`src/rtl/sasrl_pkg.sv`:
```
// shared types, constants and helpers for the steering angle smoothing rate limiter
`timescale 1ns / 1ps

package sasrl_pkg;

    // field widths
    localparam int ANGLE_W   = 16;
    localparam int RATE_W    = 20;
    localparam int RATE_HI_W = 19;
    localparam int TAU_W     = 24;
    localparam int STEP_W    = 20;
    localparam int CFG_IDX_W = 3;

    // shared multiplier and divider widths
    localparam int OP_W   = 21;              // signed operand before magnitude
    localparam int MUL_W  = 20;              // unsigned multiplier inputs
    localparam int PROD_W = 2 * MUL_W;       // product
    localparam int NUM_W  = PROD_W + 1;      // dividend with rounding half added
    localparam int DEN_W  = 25;              // divisor
    localparam int WIDE_W = NUM_W + 1;       // signed quotient
    localparam int CNT_W  = $clog2(NUM_W);

    localparam logic [MUL_W-1:0] US_PER_S = MUL_W'(1000000);

    typedef logic signed [ANGLE_W-1:0] t_angle;
    typedef logic signed [RATE_W-1:0]  t_rate;
    typedef logic signed [WIDE_W-1:0]  t_wide;

    localparam t_wide RATE_OUT_MAX = t_wide'(524287);
    localparam t_wide RATE_OUT_MIN = -t_wide'(524288);
    localparam logic [NUM_W-1:0] ANGLE_SPAN = NUM_W'(65535);

    // sequencer states
    typedef enum logic [2:0] {
        S_IDLE,
        S_MUL,
        S_ADD,
        S_DIV,
        S_POST,
        S_DONE
    } t_state;

    // which of the four divisions is running
    typedef enum logic [1:0] {
        PH_SMOOTH,
        PH_DRIVE,
        PH_STEP,
        PH_RATE
    } t_phase;

    // configuration register indexes
    typedef enum logic [CFG_IDX_W-1:0] {
        REG_ANGLE_LOW    = 3'd0,
        REG_ANGLE_HIGH   = 3'd1,
        REG_RATE_LOW     = 3'd2,
        REG_RATE_HIGH    = 3'd3,
        REG_ACT_TAU      = 3'd4,
        REG_SMOOTH_TAU   = 3'd5
    } t_cfg_reg;

    // upper bound first, then lower bound, so inverted limits give lo
    function automatic t_wide clamp_wide(input t_wide v, input t_wide lo, input t_wide hi);
        t_wide r;
        r = v;
        if (r > hi) r = hi;
        if (r < lo) r = lo;
        return r;
    endfunction

endpackage

```
`src/rtl/steer_angle_smoothing_rate_limiter_top.sv`:
```
// steering angle smoothing and rate limiter around one shared multiplier and divider
//
// Input stream (s_axis_*): one beat per control step. tuser is the mode bit
// (0 update, 1 reset target to measured angle); tdata packs the command angle,
// measured_angle and step_us, Q4.12 radians and microseconds.
// Output stream (m_axis_*): one beat per input beat with smoothed_target,
// next_angle and the saturated angle_rate.
// Config channel (i_cfg_*): register index and data, always ready; writes must
// be made only while no beat is in flight, which the block does not enforce.
// Flow: an update beat runs up to four divisions on one restoring divider,
// each with its own multiply, add and post step; four divisions with
// smoothing and three without. The result is then loaded into the output
// register once that is free, which raises m_axis_tvalid, and only then is
// a new beat taken. A reset beat goes straight to the done state and its
// result into the output register. s_axis_tready is high only between beats.
// Reset clears the sequencer, the output valid and the kept target and
// loads the register defaults. A stalled receiver holds the output
// register; the next input beat is still taken and worked on, and its
// result waits in the sequencer until the output register frees up.
`timescale 1ns / 1ps

module steer_angle_smoothing_rate_limiter_top
    import sasrl_pkg::*;
(
    input  logic                 i_clk,
    input  logic                 i_rst_n,
    // input stream
    input  logic                 s_axis_tvalid,
    output logic                 s_axis_tready,
    input  logic [55:0]          s_axis_tdata,   // command angle, measured_angle, step_us, pad
    input  logic                 s_axis_tuser,   // mode
    // output stream
    output logic                 m_axis_tvalid,
    input  logic                 m_axis_tready,
    output logic [55:0]          m_axis_tdata,   // smoothed_target, next_angle, angle_rate, pad
    // configuration writes
    input  logic                 i_cfg_valid,
    output logic                 o_cfg_ready,
    input  logic [CFG_IDX_W-1:0] i_cfg_index,
    input  logic [TAU_W-1:0]     i_cfg_data
);

    // configuration registers
    t_angle                 r_angle_lo;
    t_angle                 r_angle_hi;
    t_rate                  r_rate_lo;
    logic [RATE_HI_W-1:0]   r_rate_hi;
    logic [TAU_W-1:0]       r_act_tau;
    logic [TAU_W-1:0]       r_smooth_tau;

    // sequencer and working values
    t_state                 r_state, n_state;
    t_phase                 r_phase;
    t_angle                 r_target;
    t_angle                 r_meas;
    t_angle                 r_des;
    logic [STEP_W-1:0]      r_step;
    t_rate                  r_rate;
    t_angle                 r_next;
    t_rate                  r_res_rate;

    // shared arithmetic unit
    logic [PROD_W-1:0]      r_prod;
    logic [DEN_W-1:0]       r_den;
    logic                   r_neg;
    logic [NUM_W-1:0]       r_quo;
    logic [DEN_W-1:0]       r_rem;
    logic [CNT_W-1:0]       r_count;

    // output register
    logic                   r_out_valid;
    t_angle                 r_out_target;
    t_angle                 r_out_next;
    t_rate                  r_out_rate;

    logic                   w_accept;
    logic                   w_load_out;
    logic                   w_div_last;
    t_angle                 w_in_des;
    t_angle                 w_in_meas;
    logic [STEP_W-1:0]      w_in_step;
    t_angle                 w_des_c;
    t_angle                 w_meas_c;
    t_wide                  w_lo;
    t_wide                  w_hi;
    logic signed [OP_W-1:0] w_op;
    logic [OP_W-1:0]        w_op_abs;
    logic [MUL_W-1:0]       w_mul_b;
    logic [DEN_W-1:0]       w_den;
    logic [DEN_W:0]         w_shift;
    logic [DEN_W+1:0]       w_trial;
    t_wide                  w_qmag;
    t_wide                  w_sq;

    // input field unpacking and angle clamps
    assign w_in_des  = t_angle'(s_axis_tdata[15:0]);
    assign w_in_meas = t_angle'(s_axis_tdata[31:16]);
    assign w_in_step = s_axis_tdata[51:32];
    assign w_lo      = t_wide'(r_angle_lo);
    assign w_hi      = t_wide'(r_angle_hi);
    assign w_des_c   = t_angle'(clamp_wide(t_wide'(w_in_des), w_lo, w_hi));
    assign w_meas_c  = t_angle'(clamp_wide(t_wide'(w_in_meas), w_lo, w_hi));

    // handshake outputs
    always_comb begin
        s_axis_tready = (r_state == S_IDLE);
        w_accept      = s_axis_tvalid && (r_state == S_IDLE);
        w_load_out    = (r_state == S_DONE) && (!r_out_valid || m_axis_tready);
        w_div_last    = (r_count == CNT_W'(NUM_W - 1));
    end

    // next state
    always_comb begin
        n_state = r_state;
        unique case (r_state)
            S_IDLE: begin
                if (s_axis_tvalid) n_state = s_axis_tuser ? S_DONE : S_MUL;
            end
            S_MUL: n_state = S_ADD;
            S_ADD: n_state = S_DIV;
            S_DIV: begin
                if (w_div_last) n_state = S_POST;
            end
            S_POST: n_state = (r_phase == PH_RATE) ? S_DONE : S_MUL;
            S_DONE: begin
                if (w_load_out) n_state = S_IDLE;
            end
            default: n_state = S_IDLE;
        endcase
    end

    // operand selection for the shared multiplier and divisor
    always_comb begin
        unique case (r_phase)
            PH_SMOOTH: begin
                w_op    = OP_W'(r_des) - OP_W'(r_target);
                w_mul_b = r_step;
                w_den   = DEN_W'(r_smooth_tau) + DEN_W'(r_step);
            end
            PH_DRIVE: begin
                w_op    = OP_W'(r_target) - OP_W'(r_meas);
                w_mul_b = US_PER_S;
                w_den   = (r_act_tau == '0) ? DEN_W'(1) : DEN_W'(r_act_tau);
            end
            PH_STEP: begin
                w_op    = OP_W'(r_rate);
                w_mul_b = r_step;
                w_den   = DEN_W'(US_PER_S);
            end
            PH_RATE: begin
                w_op    = OP_W'(r_next) - OP_W'(r_meas);
                w_mul_b = US_PER_S;
                w_den   = DEN_W'(r_step);
            end
            default: begin
                w_op    = '0;
                w_mul_b = '0;
                w_den   = DEN_W'(1);
            end
        endcase
        w_op_abs = w_op[OP_W-1] ? OP_W'(-w_op) : OP_W'(w_op);
    end

    // one restoring step and the signed quotient
    always_comb begin
        w_shift = {r_rem, r_quo[NUM_W-1]};
        w_trial = {1'b0, w_shift} - {2'b00, r_den};
        w_qmag  = t_wide'({1'b0, r_quo});
        w_sq    = r_neg ? -w_qmag : w_qmag;
    end

    // configuration registers
    always_ff @(posedge i_clk) begin
        if (!i_rst_n) begin
            r_angle_lo   <= t_angle'(-2048);
            r_angle_hi   <= t_angle'(2048);
            r_rate_lo    <= t_rate'(-4096);
            r_rate_hi    <= RATE_HI_W'(4096);
            r_act_tau    <= TAU_W'(100000);
            r_smooth_tau <= '0;
        end else if (i_cfg_valid) begin
            unique case (t_cfg_reg'(i_cfg_index))
                REG_ANGLE_LOW:  r_angle_lo   <= t_angle'(i_cfg_data[ANGLE_W-1:0]);
                REG_ANGLE_HIGH: r_angle_hi   <= t_angle'(i_cfg_data[ANGLE_W-1:0]);
                REG_RATE_LOW:   r_rate_lo    <= t_rate'(i_cfg_data[RATE_W-1:0]);
                REG_RATE_HIGH:  r_rate_hi    <= i_cfg_data[RATE_HI_W-1:0];
                REG_ACT_TAU:    r_act_tau    <= i_cfg_data;
                REG_SMOOTH_TAU: r_smooth_tau <= i_cfg_data;
                default: ;
            endcase
        end
    end

    assign o_cfg_ready = 1'b1;

    // sequencer state and kept target
    always_ff @(posedge i_clk) begin
        if (!i_rst_n) begin
            r_state  <= S_IDLE;
            r_phase  <= PH_SMOOTH;
            r_target <= '0;
        end else begin
            r_state <= n_state;
            if (w_accept) begin
                if (s_axis_tuser) begin
                    r_target <= w_meas_c;
                end else if (r_smooth_tau == '0) begin
                    r_target <= w_des_c;
                    r_phase  <= PH_DRIVE;
                end else begin
                    r_phase  <= PH_SMOOTH;
                end
            end else if (r_state == S_POST) begin
                if (r_phase == PH_SMOOTH) begin
                    r_target <= t_angle'(clamp_wide(t_wide'(r_target) + w_sq, w_lo, w_hi));
                end
                r_phase <= t_phase'(r_phase + 2'd1);
            end
        end
    end

    // working values and shared multiply / divide datapath
    always_ff @(posedge i_clk) begin
        if (w_accept) begin
            r_des  <= w_des_c;
            r_meas <= w_meas_c;
            r_step <= (w_in_step == '0) ? STEP_W'(1) : w_in_step;
            if (s_axis_tuser) begin
                r_next     <= w_meas_c;
                r_res_rate <= '0;
            end
        end
        unique case (r_state)
            S_MUL: begin
                r_prod <= w_op_abs[MUL_W-1:0] * w_mul_b;
                r_den  <= w_den;
                r_neg  <= w_op[OP_W-1];
            end
            S_ADD: begin
                r_quo   <= {1'b0, r_prod} + NUM_W'(r_den >> 1);
                r_rem   <= '0;
                r_count <= '0;
            end
            S_DIV: begin
                if (!w_trial[DEN_W+1]) begin
                    r_rem <= w_trial[DEN_W-1:0];
                    r_quo <= {r_quo[NUM_W-2:0], 1'b1};
                end else begin
                    r_rem <= w_shift[DEN_W-1:0];
                    r_quo <= {r_quo[NUM_W-2:0], 1'b0};
                end
                r_count <= r_count + CNT_W'(1);
            end
            S_POST: begin
                unique case (r_phase)
                    PH_DRIVE: r_rate <= t_rate'(clamp_wide(w_sq, t_wide'(r_rate_lo),
                                                           t_wide'({1'b0, r_rate_hi})));
                    PH_STEP:  r_next <= t_angle'(clamp_wide(t_wide'(r_meas) + w_sq,
                                                            w_lo, w_hi));
                    PH_RATE:  r_res_rate <= t_rate'(clamp_wide(w_sq, RATE_OUT_MIN,
                                                               RATE_OUT_MAX));
                    default: ;
                endcase
            end
            default: ;
        endcase
    end

    // output register
    always_ff @(posedge i_clk) begin
        if (!i_rst_n) begin
            r_out_valid <= 1'b0;
        end else if (w_load_out) begin
            r_out_valid <= 1'b1;
        end else if (m_axis_tready) begin
            r_out_valid <= 1'b0;
        end
    end

    always_ff @(posedge i_clk) begin
        if (w_load_out) begin
            r_out_target <= r_target;
            r_out_next   <= r_next;
            r_out_rate   <= r_res_rate;
        end
    end

    assign m_axis_tvalid = r_out_valid;
    assign m_axis_tdata  = {4'b0000, r_out_rate, r_out_next, r_out_target};

    // a taken beat keeps the input closed while it is worked on
    a_busy_after_accept: assert property (@(posedge i_clk) disable iff (!i_rst_n)
        (s_axis_tvalid && s_axis_tready) |=> !s_axis_tready)
        else $error("input taken again right after a beat");

    // the divider never runs past its last step
    a_div_count: assert property (@(posedge i_clk) disable iff (!i_rst_n)
        (r_state == S_DIV) |-> (r_count < CNT_W'(NUM_W)))
        else $error("divider step count overran");

    // smoothing correction never exceeds the angle difference span
    a_smooth_bound: assert property (@(posedge i_clk) disable iff (!i_rst_n)
        (r_state == S_POST && r_phase == PH_SMOOTH) |-> (r_quo <= ANGLE_SPAN))
        else $error("smoothing quotient out of range");

    // the applied angle step fits the step field
    a_step_bound: assert property (@(posedge i_clk) disable iff (!i_rst_n)
        (r_state == S_POST && r_phase == PH_STEP) |-> (r_quo[NUM_W-1:STEP_W] == '0))
        else $error("angle step quotient out of range");

endmodule

```
`config.mk`:
```
export PLATFORM = sky130hd
export DESIGN_NAME = steer_angle_smoothing_rate_limiter_top
export DESIGN_NICKNAME = d
export VERILOG_FILES = /design/src/rtl/sasrl_pkg.sv /design/src/rtl/steer_angle_smoothing_rate_limiter_top.sv
export SDC_FILE = /design/constraint.sdc
export NUM_CORES = 2
export LEC_CHECK = 0
export BUFFER_PORTS_ARGS = -buffer_cell sky130_fd_sc_hd__buf_2
export CORE_MARGIN = 1
export CORE_UTILIZATION = 55
export DETAILED_ROUTE_END_ITERATION = 12
export PLACE_DENSITY = 0.72
export SLEW_MARGIN = 20
export SYNTH_ARGS = -nofsm -noshare
export SYNTH_HDL_FRONTEND = slang
export SYNTH_SLANG_ARGS = --single-unit
```
`constraint.sdc`:
```
create_clock -name i_clk -period 26.3 [get_ports i_clk]
set_clock_uncertainty 0.15 [all_clocks]
set_input_delay 7.89 -clock i_clk [delete_from_list [all_inputs] [get_ports i_clk]]
set_output_delay 7.89 -clock i_clk [all_outputs]
set_load 0.01 [all_outputs]
```
==> impl_metrics.tcl <==
set metrics [dict create \
    start_kind "flop" \
    worst_skew_pair.late_latency_ns 0.64 \
    antenna_found_initial 22 \
    critPathSlowestCell "o21ai_0" \
    grt_pass1_wl_mm 258 \
    slew_violations 0 \
    die_y_um 307 \
    drtPass1Iterations 7 \
    rows 111 \
    cp.required_ns 26.63 \
    fin_tns_setup_ns 0 \
    async_flop_share 0 \
    rsz0062_at_grt "no" \
    hold_depth 0 \
    grt_remaining_overflow 0 \
    reg2regPathDepth 39 \
    yosys_register_bits 439 \
    wl_per_cell_um 23.4 \
    syn_area_per_cell_um2 8.58 \
    netlist-cell-type-count 93 \
    cts_buffers 52 \
    clkSinkCount 439 \
    vias 45300 \
    gp_congestion 1.03 \
    maxCapViolations 0 \
    synth_warnings 0 \
    synth_edf_count 262 \
    endpoint_kind "flop" \
    cts_root_buf "clkbuf_16" \
    grt_max_degree 81 \
    crit_path_frequent_cell "o21ai_0" \
    post_cts_resized 0 \
    routed_wl_mm 171 \
    grt_pass1_vias 42400 \
    ant_nets 0 \
    layout-drive-gt1-share 0.0788 \
    start_util 0.557 \
    post-cts-setup-buffer-count 0 \
    crit_fanout 26 \
    core-area_um2 91900 \
    vias_per_cell 6.19 \
    ys.flop_type "edfxtp_1" \
    dieArea_um2 94400 \
    place.port_buffers 138 \
    cts_buffer_depth 3 \
    status "finished clean" \
    hold_class "flop to flop" \
    worstMarginPinSlew_ns 1.12 \
    hold_viol_final 0 \
    cts_tree "done" \
    dieWidth_um 307 \
    relSlewSlack 0.249 \
    path_clk_slew_ns 0.06 \
    period_share 0.544 \
    grtUsageTotal 0.360 \
    synth_cells 5976 \
    htree_levels 2 \
    setup_viol 0 \
    drt_iter0_drc 5335 \
    fmax_mhz 69.9 \
    area_growth_pct 7.95 \
    slowest_delay_ns 0.83 \
    post-route-drc-count 0 \
    ys_seq_area_frac 0.223 \
    synth_area_um2 51200 \
    period_needed_ns 14.31 \
    detailed_place_hpwl_mm 134 \
    crit_arrival_ns 14.64 \
    path_class "flop to flop" \
    cts-hold-fix-buffers 0 \
    num_io_pins 148 \
    num-nets-final 7088 \
]
[per-stage QoR]
| step | util | hold WS [ns] | instances | cell area [um^2] | setup WS, ns |
|---|---|---|---|---|---|
| 2_1_floorplan | - | 0.258 | 5979 | 51300 | 13.48 |
| 3_3_place_gp | 0.581 | 0.273 | 7214 | 53500 | 12.82 |
| 3_5_place_dp | 0.581 | 0.274 | 7214 | 53500 | 12.72 |
| 4_1_cts | 0.601 | 0.284 | 7311 | 55300 | 12.81 |
| 5_1_grt | 0.601 | 0.292 | 7311 | 55300 | 11.81 |
| 6_report | 0.602 | 0.283 | 7319 | 55300 | 11.99 |
[worst paths after layout]
path | startpoint | endpoint | slack (ns)
worst max-delay path | r_quo[0] | r_target[14] | 11.99
worst min-delay path | r_res_rate[13] | r_out_rate[13] | 0.28
worst max register to register | r_quo[0] | r_target[14] | 11.99
worst min register to register | r_res_rate[13] | r_out_rate[13] | 0.28
[cell type report]
class	instances	area (um^2)
Multi-Input combinational cell	4672	36700
Fill cell	8225	36600
Sequential cell	439	11400
Inverter	621	2330
Tap cell	1243	1560
Timing Repair Buffer	239	1450
Clock buffer	63	1380
Clock inverter	34	432
Antenna cell	8	20.0
[cells by family (layout without fill, tap and decap cells)]
group	Yosys count	after routing	share of synthesized area
buffers and inverters	868	957	0.0644
flip-flops	439	439	0.223
other	2	13	0.000147
XOR/XNOR	282	282	0.0483
AND/OR/NAND/NOR	1918	1918	0.173
adder cells (fa/ha/maj)	974	974	0.286
AO/OA/AOI/OAI	1357	1357	0.176
multiplexers	136	136	0.0297
[registers in the layout, summed over array words and instances (netlist names), 20 cells and up]
| register | flops |
|---|---|
| r_out_rate | 20 |
| r_prod | 40 |
| r_rate | 20 |
| r_den | 25 |
| r_smooth_tau | 24 |
| r_quo | 41 |
| r_rem | 25 |
| r_step | 20 |
| r_rate_lo | 20 |
| r_res_rate | 20 |
| r_act_tau | 24 |
[critical path, delay by kind of cell (launching register included)]
kind                     cells  cell delay, ns
AO/OA/AOI/OAI               16            5.34
XOR/XNOR                     2            0.47
adder cells (fa/ha/maj)      4            1.13
buffers and inverters        3            0.95
flip-flops                   1            0.60
AND/OR/NAND/NOR             14            5.43
[layer usage]
layer	part of all wire	vias to the layer above	global-route usage	routed length, um
met5	0.00086	-	0	147
met4	0.043	22	0.134	7380
met3	0.12	409	0.101	21300
met2	0.42	2385	0.528	71200
met1	0.42	21500	0.502	71400
li1	-	21000	-	-
[Yosys cell counts, drive strengths merged (101+ instances only)]
library cell,number,area [um^2]
ha,646,8080
clkbuf,207,777
dfxtp,177,3540
inv,617,2320
a21o,176,1320
nor2,533,2000
xor2,101,885
a21boi,111,833
nand2,688,2580
edfxtp,262,7870
xnor2,181,1590
fa,328,6570
a21oi,327,1640
o21ai,260,1300
nand3,121,611
[placed cells by master, fill, tap and decap left out, drive strengths merged, types with 181 or more instances in the layout]
cell	synthesis	routed
xnor2	181	181
nand2	688	688
buf	40	239
o21ai	260	260
nor2	533	533
fa	328	328
inv	617	627
a21oi	327	327
edfxtp	262	262
ha	646	646
Power is left out: the tool's default activity adds up to more than one toggle a clock period on the data nets, which glitch-free logic cannot reach.
